**src/rtl/core/ccs_pkg.sv**
```systemverilog
// shared constants for the climate control step unit
// register map, field widths, reset values and coefficient defaults
// no dependencies
package ccs_pkg;

  // fixed-point fraction bits of the controller coefficients
  localparam int unsigned COEF_FRAC_BITS_DEF = 14;

  // apb register map
  localparam int unsigned PADDR_W = 5;
  localparam int unsigned PDATA_W = 32;

  typedef enum logic [2:0] {
    REG_TEMP_SP  = 3'd0,
    REG_HUM_SP   = 3'd1,
    REG_CO2_SP   = 3'd2,
    REG_HUM_BAND = 3'd3,
    REG_CO2_BAND = 3'd4
  } reg_index_t;

  // register widths
  localparam int unsigned TEMP_SP_W  = 8;
  localparam int unsigned HUM_SP_W   = 7;
  localparam int unsigned CO2_SP_W   = 14;
  localparam int unsigned HUM_BAND_W = 6;
  localparam int unsigned CO2_BAND_W = 12;

  // register reset values
  localparam logic [TEMP_SP_W-1:0]  TEMP_SP_RST  = 8'd70;
  localparam logic [HUM_SP_W-1:0]   HUM_SP_RST   = 7'd50;
  localparam logic [CO2_SP_W-1:0]   CO2_SP_RST   = 14'd400;
  localparam logic [HUM_BAND_W-1:0] HUM_BAND_RST = 6'd3;
  localparam logic [CO2_BAND_W-1:0] CO2_BAND_RST = 12'd100;

  // field widths
  localparam int unsigned TEMP_W  = 16;
  localparam int unsigned HUM_W   = 15;
  localparam int unsigned CO2_W   = 22;
  localparam int unsigned MASK_W  = 3;
  localparam int unsigned DRIVE_W = 7;

  // setpoint error stays within -127..383, so ten signed bits hold it
  localparam int unsigned ERR_W = 10;

  // drive snapping thresholds
  localparam int unsigned DRIVE_HIGH = 80;
  localparam int unsigned DRIVE_LOW  = 20;
  localparam logic [DRIVE_W-1:0] DRIVE_FULL = 7'd100;
  localparam logic [DRIVE_W-1:0] DRIVE_OFF  = 7'd0;

  // coefficients in thousandths
  localparam longint COEF_E2_MILLI = 974;
  localparam longint COEF_D1_MILLI = 1904;
  localparam longint COEF_D2_MILLI = 904;

  // run mask bits
  localparam int unsigned RUN_TEMP = 0;
  localparam int unsigned RUN_HUM  = 1;
  localparam int unsigned RUN_CO2  = 2;

endpackage

```
**src/rtl/core/climate_control_step_unit.sv**
```systemverilog
// climate control step unit: temperature difference-equation loop with drive
// snapping, humidity and co2 on/off loops with hysteresis, apb register port
// depends on ccs_pkg
//
// latency: a result is available the cycle after its tick is accepted
// throughput: one tick per cycle while out_ready is high; the drive recurrence is a
//   multiply-add sum over the held state, computed ahead of the state registers
// reset (rst, synchronous): registers to defaults, loop history and switches
//   cleared, no result pending
module climate_control_step_unit #(
  parameter int unsigned COEF_FRAC_BITS = ccs_pkg::COEF_FRAC_BITS_DEF
) (
  input  logic                               clk,
  input  logic                               rst,
  // apb configuration port
  input  logic                               psel,
  input  logic                               penable,
  input  logic                               pwrite,
  input  logic [ccs_pkg::PADDR_W-1:0]        paddr,
  input  logic [ccs_pkg::PDATA_W-1:0]        pwdata,
  output logic [ccs_pkg::PDATA_W-1:0]        prdata,
  output logic                               pready,
  // tick channel
  input  logic                               in_valid,
  output logic                               in_ready,
  input  logic signed [ccs_pkg::TEMP_W-1:0]  temperature,
  input  logic [ccs_pkg::HUM_W-1:0]          humidity,
  input  logic [ccs_pkg::CO2_W-1:0]          co2_level,
  input  logic [ccs_pkg::MASK_W-1:0]         run_mask,
  // result channel
  output logic                               out_valid,
  input  logic                               out_ready,
  output logic [ccs_pkg::DRIVE_W-1:0]        heat_level,
  output logic                               humidifier_on,
  output logic                               solenoid_on
);

  // accumulator is wide enough for the largest weighted sum of history
  localparam int unsigned ACC_W = COEF_FRAC_BITS + 12;
  localparam longint CoefOne = longint'(1) << COEF_FRAC_BITS;
  localparam logic signed [ACC_W-1:0] COEF_E2 =
    ACC_W'((ccs_pkg::COEF_E2_MILLI * CoefOne + 500) / 1000);
  localparam logic signed [ACC_W-1:0] COEF_D1 =
    ACC_W'((ccs_pkg::COEF_D1_MILLI * CoefOne + 500) / 1000);
  localparam logic signed [ACC_W-1:0] COEF_D2 =
    ACC_W'((ccs_pkg::COEF_D2_MILLI * CoefOne + 500) / 1000);

  localparam int unsigned DIFF_W = ccs_pkg::TEMP_W + 2;
  localparam int unsigned HCMP_W = 18;
  localparam int unsigned CCMP_W = 24;

  // configuration registers
  logic [ccs_pkg::TEMP_SP_W-1:0]  temp_sp;
  logic [ccs_pkg::HUM_SP_W-1:0]   hum_sp;
  logic [ccs_pkg::CO2_SP_W-1:0]   co2_sp;
  logic [ccs_pkg::HUM_BAND_W-1:0] hum_band;
  logic [ccs_pkg::CO2_BAND_W-1:0] co2_band;

  // loop state; drive and switch states double as the result register
  logic signed [ccs_pkg::ERR_W-1:0] last_error;
  logic signed [ccs_pkg::ERR_W-1:0] error_before;
  logic [ccs_pkg::DRIVE_W-1:0]      last_drive;
  logic [ccs_pkg::DRIVE_W-1:0]      drive_before;
  logic                             humidifier_state;
  logic                             solenoid_state;

  logic                             in_fire;
  logic                             cfg_write;
  ccs_pkg::reg_index_t              reg_index;

  logic signed [DIFF_W-1:0]         diff;
  logic signed [DIFF_W-1:0]         diff_q;
  logic signed [ccs_pkg::ERR_W-1:0] error_next;

  logic signed [ACC_W-1:0]          acc;
  logic signed [ACC_W-1:0]          acc_q;
  logic [ccs_pkg::DRIVE_W-1:0]      drive_next;

  logic signed [HCMP_W-1:0]         hum_low;
  logic signed [HCMP_W-1:0]         hum_high;
  logic signed [HCMP_W-1:0]         hum_read;
  logic                             humidifier_next;

  logic signed [CCMP_W-1:0]         co2_low;
  logic signed [CCMP_W-1:0]         co2_high;
  logic signed [CCMP_W-1:0]         co2_read;
  logic                             solenoid_next;

  // handshakes: a new tick enters as soon as the pending result is taken
  assign in_ready  = !out_valid || out_ready;
  assign in_fire   = in_valid && in_ready;
  assign pready    = 1'b1;
  assign cfg_write = psel && penable && pwrite && pready;
  assign reg_index = ccs_pkg::reg_index_t'(paddr[ccs_pkg::PADDR_W-1:2]);

  // register read-back
  always_comb begin
    prdata = '0;
    unique case (reg_index)
      ccs_pkg::REG_TEMP_SP:  prdata = ccs_pkg::PDATA_W'(temp_sp);
      ccs_pkg::REG_HUM_SP:   prdata = ccs_pkg::PDATA_W'(hum_sp);
      ccs_pkg::REG_CO2_SP:   prdata = ccs_pkg::PDATA_W'(co2_sp);
      ccs_pkg::REG_HUM_BAND: prdata = ccs_pkg::PDATA_W'(hum_band);
      ccs_pkg::REG_CO2_BAND: prdata = ccs_pkg::PDATA_W'(co2_band);
      default:               prdata = '0;
    endcase
  end

  // setpoint error, truncated toward zero
  always_comb begin
    diff       = $signed({2'b00, temp_sp, 8'h00}) - DIFF_W'(temperature);
    diff_q     = (diff >>> 8) + $signed(DIFF_W'(diff[DIFF_W-1] && (|diff[7:0])));
    error_next = diff_q[ccs_pkg::ERR_W-1:0];
  end

  // difference equation over the held history, then drive snapping
  always_comb begin
    acc = (ACC_W'(last_error) <<< COEF_FRAC_BITS)
        - COEF_E2 * ACC_W'(error_before)
        + COEF_D1 * $signed(ACC_W'(last_drive))
        - COEF_D2 * $signed(ACC_W'(drive_before));
    acc_q = (acc >>> COEF_FRAC_BITS)
          + $signed(ACC_W'(acc[ACC_W-1] && (|acc[COEF_FRAC_BITS-1:0])));
    priority if (acc_q >= $signed(ACC_W'(ccs_pkg::DRIVE_HIGH))) begin
      drive_next = ccs_pkg::DRIVE_FULL;
    end else if (acc_q <= $signed(ACC_W'(ccs_pkg::DRIVE_LOW))) begin
      drive_next = ccs_pkg::DRIVE_OFF;
    end else begin
      drive_next = acc_q[ccs_pkg::DRIVE_W-1:0];
    end
  end

  // humidity hysteresis, thresholds scaled to the reading's fraction bits
  always_comb begin
    hum_low  = (HCMP_W'(hum_sp) - HCMP_W'(hum_band)) <<< 8;
    hum_high = (HCMP_W'(hum_sp) + HCMP_W'(hum_band)) <<< 8;
    hum_read = HCMP_W'(humidity);
    priority if (hum_read <= hum_low) begin
      humidifier_next = 1'b1;
    end else if (hum_read >= hum_high) begin
      humidifier_next = 1'b0;
    end else begin
      humidifier_next = humidifier_state;
    end
  end

  // co2 hysteresis
  always_comb begin
    co2_low  = (CCMP_W'(co2_sp) - CCMP_W'(co2_band)) <<< 8;
    co2_high = (CCMP_W'(co2_sp) + CCMP_W'(co2_band)) <<< 8;
    co2_read = CCMP_W'(co2_level);
    priority if (co2_read <= co2_low) begin
      solenoid_next = 1'b1;
    end else if (co2_read >= co2_high) begin
      solenoid_next = 1'b0;
    end else begin
      solenoid_next = solenoid_state;
    end
  end

  // configuration writes
  always_ff @(posedge clk) begin
    if (rst) begin
      temp_sp  <= ccs_pkg::TEMP_SP_RST;
      hum_sp   <= ccs_pkg::HUM_SP_RST;
      co2_sp   <= ccs_pkg::CO2_SP_RST;
      hum_band <= ccs_pkg::HUM_BAND_RST;
      co2_band <= ccs_pkg::CO2_BAND_RST;
    end else if (cfg_write) begin
      unique case (reg_index)
        ccs_pkg::REG_TEMP_SP:  temp_sp  <= pwdata[ccs_pkg::TEMP_SP_W-1:0];
        ccs_pkg::REG_HUM_SP:   hum_sp   <= pwdata[ccs_pkg::HUM_SP_W-1:0];
        ccs_pkg::REG_CO2_SP:   co2_sp   <= pwdata[ccs_pkg::CO2_SP_W-1:0];
        ccs_pkg::REG_HUM_BAND: hum_band <= pwdata[ccs_pkg::HUM_BAND_W-1:0];
        ccs_pkg::REG_CO2_BAND: co2_band <= pwdata[ccs_pkg::CO2_BAND_W-1:0];
        default: ;
      endcase
    end
  end

  // loop state and result valid; loops not due hold their state
  always_ff @(posedge clk) begin
    if (rst) begin
      last_error       <= '0;
      error_before     <= '0;
      last_drive       <= '0;
      drive_before     <= '0;
      humidifier_state <= 1'b0;
      solenoid_state   <= 1'b0;
      out_valid        <= 1'b0;
    end else begin
      if (in_fire) begin
        if (run_mask[ccs_pkg::RUN_TEMP]) begin
          error_before <= last_error;
          last_error   <= error_next;
          drive_before <= last_drive;
          last_drive   <= drive_next;
        end
        if (run_mask[ccs_pkg::RUN_HUM]) begin
          humidifier_state <= humidifier_next;
        end
        if (run_mask[ccs_pkg::RUN_CO2]) begin
          solenoid_state <= solenoid_next;
        end
        out_valid <= 1'b1;
      end else if (out_ready) begin
        out_valid <= 1'b0;
      end
    end
  end

  // result transaction fields
  assign heat_level    = last_drive;
  assign humidifier_on = humidifier_state;
  assign solenoid_on   = solenoid_state;

endmodule
```
**config.mk**
```make
export PLATFORM = sky130hd
export DESIGN_NAME = climate_control_step_unit
export DESIGN_NICKNAME = d
export VERILOG_FILES = /design/src/rtl/core/ccs_pkg.sv /design/src/rtl/core/climate_control_step_unit.sv
export SDC_FILE = /design/constraint.sdc
export NUM_CORES = 1
export LEC_CHECK = 0
export BUFFER_PORTS_ARGS = -buffer_cell sky130_fd_sc_hd__buf_2
export CORE_MARGIN = 2
export CORE_UTILIZATION = 45
export DETAILED_ROUTE_END_ITERATION = 7
export PLACE_DENSITY = 0.64
export REMOVE_ABC_BUFFERS = 1
export SYNTH_ARGS = -nofsm -noshare
export SYNTH_HDL_FRONTEND = slang
export SYNTH_SLANG_ARGS = --single-unit
```
**constraint.sdc**
```tcl
create_clock -name clk -period 24.3 [get_ports clk]
set_clock_uncertainty 0.1 [all_clocks]
set_input_delay 2.43 -clock clk [delete_from_list [all_inputs] [get_ports clk]]
set_output_delay 2.43 -clock clk [all_outputs]
set_load 0.02 [all_outputs]
```
# Yosys cells after proc, flatten, opt, wreduce, memory -nomap -nowiden
# Index checks and enable logic that the tools add are counted.
op_classes:
  addsub: 10
  multipliers: 3
  magnitude_cmp: 6
  eq_ne: 4
  n_mux: 9
  n_reduce_logical: 21
op_table:
  columns: ["operator", "count"]
  rows:
  - ["$pmux W14 S5", 1]
  - ["$add A26 B23 Y26", 1]
  - ["$sub A24 B25 Y26", 1]
  - ["$sub A26 B22 Y26", 1]
  - ["$mul A14 B10 Y24 const A", 1]
  - ["$ge A22 B23 Y1", 1]
  - ["$le A23 B23 Y1", 1]
  - ["$mul A15 B7 Y22 const A", 1]
  - ["$mul A14 B7 Y21 const A", 1]
  - ["$sub A17 B16 Y18", 1]
  - ["$ge A15 B16 Y1", 1]
  - ["$le A16 B16 Y1", 1]
  - ["$add A14 B12 Y15", 1]
  - ["$sub A14 B12 Y15", 1]
  - ["$mux W7", 2]
  - ["$reduce_or A14 Y1", 1]
  - ["$add A12 B2 Y13", 1]
  - ["$ge A13 B8 Y1 const B", 1]
  - ["$le A13 B6 Y1 const B", 1]
  - ["$reduce_and A2 Y1", 6]
  - ["$add A10 B2 Y10", 1]
  - ["$add A7 B6 Y8", 1]
  - ["$reduce_or A8 Y1", 1]
  - ["$sub A7 B6 Y8", 1]
  - ["other kinds (10)", 23]
totals:
  ff_bits: 84
  inputBits: 100
  output_inout_bits: 44
  wordCells: 65

# Longest topological paths before layout
logic_depth:
  depth_word: 10
  mapped_depth: 44
  mapped_depth_nobuf: 43

# Worst setup path before layout
# No wires, ideal clock.
synth_path:
  path_kind: "register to register"
  start: "register error_before[7] in the netlist's numbering"
  end: "register last_drive, in the netlist heat_level[2]"
  setup_time_ns: 0.137
  arrival_time_ns: 9.031
  t_required_ns: 24.063
  slack_ns: 15.032
  stages_incl_launch_ff: 40
  n_path_buf: 1
  synth_period_minus_slack_ns: 9.268
  path_cell_list: "dfxtp_1 -> inv_1 -> ha_1 -> ha_1 -> or2_2 -> fa_1 -> fa_1 -> inv_1 -> fa_1 -> inv_1 -> ha_1 -> a21oi_1 -> o21ai_0 -> a21o_1 -> a21oi_1 -> xor2_1 -> fa_1 -> inv_1 -> [4 not listed] -> a21oi_1 -> nand3_1 -> a211oi_1 -> o31ai_2 -> a221oi_1 -> o21ai_0 -> xnor2_1 -> a21oi_1 -> ha_1 -> nand3_1 -> o211ai_1 -> nand4_1 -> or3_1 -> o31ai_1 -> nor2_1 -> or3_1 -> a31oi_1 -> a211oi_1"
synth_between:
  elab_chain_len: 10
  word_cells_on_any_way: 11
  cone_classes: "add/sub: 4; mul: 1; order compare: 2; mux: 2; reduce/logical: 2"
synth_lines:
  columns: ["element", "line", "text"]
  rows:
  - ["from (decl)", "climate_control_step_unit.sv:61", "logic signed [ccs_pkg::ERR_W-1:0] error_before;"]
  - ["from (signal assigned)", "climate_control_step_unit.sv:194", "error_before <= last_error;"]
  - ["$mul A14 B10 Y24 (*)", "climate_control_step_unit.sv:119", "- COEF_E2 * ACC_W'(error_before)"]
  - ["$sub A24 B25 Y26 (*)", "climate_control_step_unit.sv:119", null]
  - ["$add A26 B23 Y26 (*)", "climate_control_step_unit.sv:120", "+ COEF_D1 * $signed(ACC_W'(last_drive))"]
  - ["$sub A26 B22 Y26 (*)", "climate_control_step_unit.sv:121", "- COEF_D2 * $signed(ACC_W'(drive_before));"]
  - ["$reduce_or A14 Y1", "climate_control_step_unit.sv:123", "+ $signed(ACC_W'(acc[ACC_W-1] && (|acc[COEF_FRAC_BITS-1:0])));"]
  - ["$logic_and A1 B1 Y1", "climate_control_step_unit.sv:123", null]
  - ["$add A12 B2 Y13 (*)", "climate_control_step_unit.sv:123", null]
  - ["$le A13 B6 Y1", "climate_control_step_unit.sv:126", "end else if (acc_q <= $signed(ACC_W'(ccs_pkg::DRIVE_LOW))) begin"]
  - ["$mux W7", "climate_control_step_unit.sv:126", null]
  - ["$mux W7 (*)", "climate_control_step_unit.sv:124", "priority if (acc_q >= $signed(ACC_W'(ccs_pkg::DRIVE_HIGH))) begin"]
  - ["to (signal assigned)", "climate_control_step_unit.sv:197", "last_drive <= drive_next;"]
  - ["to (decl)", "climate_control_step_unit.sv:62", "logic [ccs_pkg::DRIVE_W-1:0] last_drive;"]
# Every way passes the cells marked *; elsewhere a longest branch is shown, timed or not.
# A chain may end at the register's enable or synchronous reset.

# Final worst setup path
layout_path:
  start: "register last_drive, in the netlist heat_level[5]"
  end: "register last_drive, in the netlist heat_level[2]"
layout_between:
  elab_chain_len: 9
  word_cells_on_any_way: 10
  cone_classes: "add/sub: 3; mul: 1; order compare: 2; mux: 2; reduce/logical: 2"
layout_lines:
  columns: ["element", "line"]
  rows:
  - ["$mul A15 B7 Y22 (*)", "climate_control_step_unit.sv:120"]
  - ["$add A26 B23 Y26 (*)", "climate_control_step_unit.sv:120"]
  - ["$sub A26 B22 Y26 (*)", "climate_control_step_unit.sv:121"]
  - ["$reduce_or A14 Y1", "climate_control_step_unit.sv:123"]
  - ["$logic_and A1 B1 Y1", "climate_control_step_unit.sv:123"]
  - ["$add A12 B2 Y13 (*)", "climate_control_step_unit.sv:123"]
  - ["$le A13 B6 Y1", "climate_control_step_unit.sv:126"]
  - ["$mux W7", "climate_control_step_unit.sv:126"]
  - ["$mux W7 (*)", "climate_control_step_unit.sv:124"]
# Marks and branches as above.

==> out/metrics.yaml <==
synth-seq-cells: 84
vias: 13300
synth.cell_area_um2: 15900
cts.sinks: 84
insertion_delay_ns: 0.36
cts_buffers: 9
period_minus_slack_ns: 11.05
crit_buf_inv: 4
place_congestion: 0.884
cts_hold_buffers: 0
fp.coreArea_um2: 34700
worst_slew_pin_slew_ns: 1.14
diodes: 0
hold_class: "reg -> reg"
drv_slew: 0
cp.required_ns: 24.40
cts.clk_slew.worst_paths_ns: 0.07
cts-root-buf: "clkbuf_16"
n_fill_cell: 3428
die-width_um: 192
syn_to_final_growth_pct: 7.48
cp-end-kind: "flip-flop"
cp_slowest_cell: "dfxtp_1"
yosysWarnings: 0
fin_nets: 2550
groute.usage.overall_pct: 21.7
finalInstanceArea_um2: 17100
post_dp_cell_area_um2: 16800
cp-start-kind: "flip-flop"
timing.critical_path.fanout_max: 9
fmax_mhz: 90.5
switching_power_uw: 807
clockBufferDepth: 2
cts_setup_buffers: 0
start_util_pct: 45.9
grt_pass1_wl_um: 64200
p_int_uw: 704
port_buffers: 104
crit_type: "reg -> reg"
dieArea_um2: 36900
cap_violations: 0
min_period_over_period_pct: 45.5
arrival_ns: 11.15
finalSetupViolCount: 0
firstDrtPassIters: 5
cts_tree: "yes"
htreeDepth: 3
peakVddDrop_v: 0.000104
dp_hpwl_um: 32900
drc_errors: 0
synth_async_sr_flop_share_pct: 0
grt_pass1_vias: 13100
clkPwrFrac_pct: 10.7
vias_per_cell: 5.40
synth_area_leaders: "ha_1, fa_1, dfxtp_1"
die_y_um: 192
p_sw_share_pct: 53.4
fin_tns_setup_ns: 0
relSlewSlack_pct: 23.7
place_ws_ns: 13.50
syn_inst: 1933
cts_resized: 0
combinationalPowerShare_pct: 79.4
yosysSeqAreaShare_pct: 10.6
wl_per_cell_um: 15.8
grt_max_degree: 80
rsz0062_at_grt: "false"
crit_family: "compound AO/OA/AOI/OAI gates"
final.setup.worst_slack_ns: 13.25
io_pins: 144
status: "complete, no violations"
core.rowCount: 68
synth_edf_count: 0
slowest_delay_ns: 0.65
antenna_found_initial: 0
ant_nets: 0
layout-drive-gt1-share_pct: 7.52
yosysUniqueCellTypes: 77
power_density_nw_per_um2: 88.3
synth_flop_cell: "dfxtp_1"
leakage_uw: 0.00907
synth.avg_cell_area_um2: 8.24
yosys.area.top_type: "ha_1"
seq_power_share_pct: 10.0
drt-initial-drc-count: 524
yosysTopAreaCellShare_pct: 25.4
grt_overflow_total: 0
hold_violations: 0
wirelength_um: 38900
-- cell usage after synthesis (all sizes together), types with 18 or more instances --
master	count
xor2	40
inv	321
o21ai	57
nand2	146
nor2	106
nor3	30
buf	27
nand3	32
ha	323
a21oi	161
o21bai	25
clkbuf	40
xnor2	89
mux2i	32
dfxtp	84
fa	124
a21o	32
a31oi	18
nand2b	30
-- cell usage in the layout, fill, tap and decap left out, types with 9 or more instances in the layout --
master	netlist	routed
a211o_1	17	17
a211oi_1	13	13
a21o_1	32	32
a21oi_1	160	160
a31oi_1	18	18
and3_1	14	14
buf_2	6	104
clkbuf_16	0	9
conb_1	2	19
dfxtp_1	84	84
fa_1	124	124
ha_1	323	323
inv_1	321	321
mux2i_1	32	32
nand2_1	146	146
nand2b_1	30	30
nand3_1	31	31
nand4_1	15	15
nor2_1	106	106
nor2b_1	15	15
nor3_1	30	30
nor4_1	12	12
o21a_1	11	11
o21ai_0	53	53
o21bai_1	25	25
o22ai_1	9	9
o31ai_1	9	9
or2_2	14	14
xnor2_1	89	89
xor2_1	39	39
-- cell families (layout without fill, tap and decap cells) --
group,after synthesis,in the layout,share of synthesized area [%]
AND/OR/NAND/NOR,444,444,13.3
adder cells (fa/ha/maj),447,447,41.0
other,2,19,0.0472
multiplexers,34,34,2.15
XOR/XNOR,129,129,7.14
flip-flops,84,84,10.6
AO/OA/AOI/OAI,405,405,16.2
buffers and inverters,388,446,9.65
-- worst reg2reg max path: cells and delay by family (launching register included) --
family | cells | cell delay (ns)
compound gates | 16 | 4.11
xor+xnor | 2 | 0.58
fa+ha+maj | 8 | 3.41
buf+inv | 4 | 0.37
flops | 1 | 0.65
simple gates | 7 | 1.64
-- final cells by class --
cell class | instances | area, um2 | area share (%)
repair buffers | 109 | 558 | 3.26
clock buffers | 9 | 225 | 1.32
multi-input cells | 1478 | 12800 | 74.6
flip-flops and latches | 84 | 1680 | 9.83
well taps | 455 | 569 | 3.33
clock inverters | 7 | 106 | 0.622
inverters | 321 | 1200 | 7.04
-- metrics by stage --
| stage | utilization, % | instances | hold WS (ns) | total power (uW) |
|---|---|---|---|---|
| 2_1_floorplan | - | 1883 | 0.339 | 1070 |
| 3_3_place_gp | 48.3 | 2447 | 0.361 | 1320 |
| 3_5_place_dp | 48.3 | 2447 | 0.363 | 1330 |
| 4_1_cts | 49.3 | 2463 | 0.373 | 1500 |
| 5_1_grt | 49.3 | 2463 | 0.406 | 1660 |
| 6_report | 49.3 | 2463 | 0.372 | 1510 |
-- routing by layer --
metal,vias up,GRT usage (%),wire length [um]
li1,6637,-,-
met1,6315,28.3,17700
met3,51,2.56,1520
met4,0,6.34,977
met5,-,0,0
met2,293,37.7,18700
-- power groups by stage --
stage / Combinational, uW / Sequential, uW / Clock (uW)
finish: 1200 / 150 / 162
global route: 1340 / 152 / 169
CTS: 1190 / 151 / 164
detailed placement: 1180 / 154 / 0
global placement: 1160 / 154 / 0
floorplan: 920 / 152 / 0
-- registers in the layout, indices dropped and copies added, names as in the netlist, 6 cells and up --
register      flops
error_before     10
drive_before      7
temp_sp           8
hum_sp            7
co2_band         12
co2_sp           14
hum_band          6
last_error       10
heat_level        7
-- final timing paths --
path / end / cells past startpoint / slack (ns) / from
max reg2reg: heat_level[2]$_SDFFE_PP0P_ / 37 / 13.25 / heat_level[5]$_SDFFE_PP0P_
max: heat_level[2]$_SDFFE_PP0P_ / 37 / 13.25 / heat_level[5]$_SDFFE_PP0P_
min: error_before[8]$_SDFFE_PP0P_ / 2 / 0.37 / last_error[8]$_SDFFE_PP0P_
min reg2reg: error_before[8]$_SDFFE_PP0P_ / 2 / 0.37 / last_error[8]$_SDFFE_PP0P_
No activity file was read; power rests on OpenSTA's default activity.
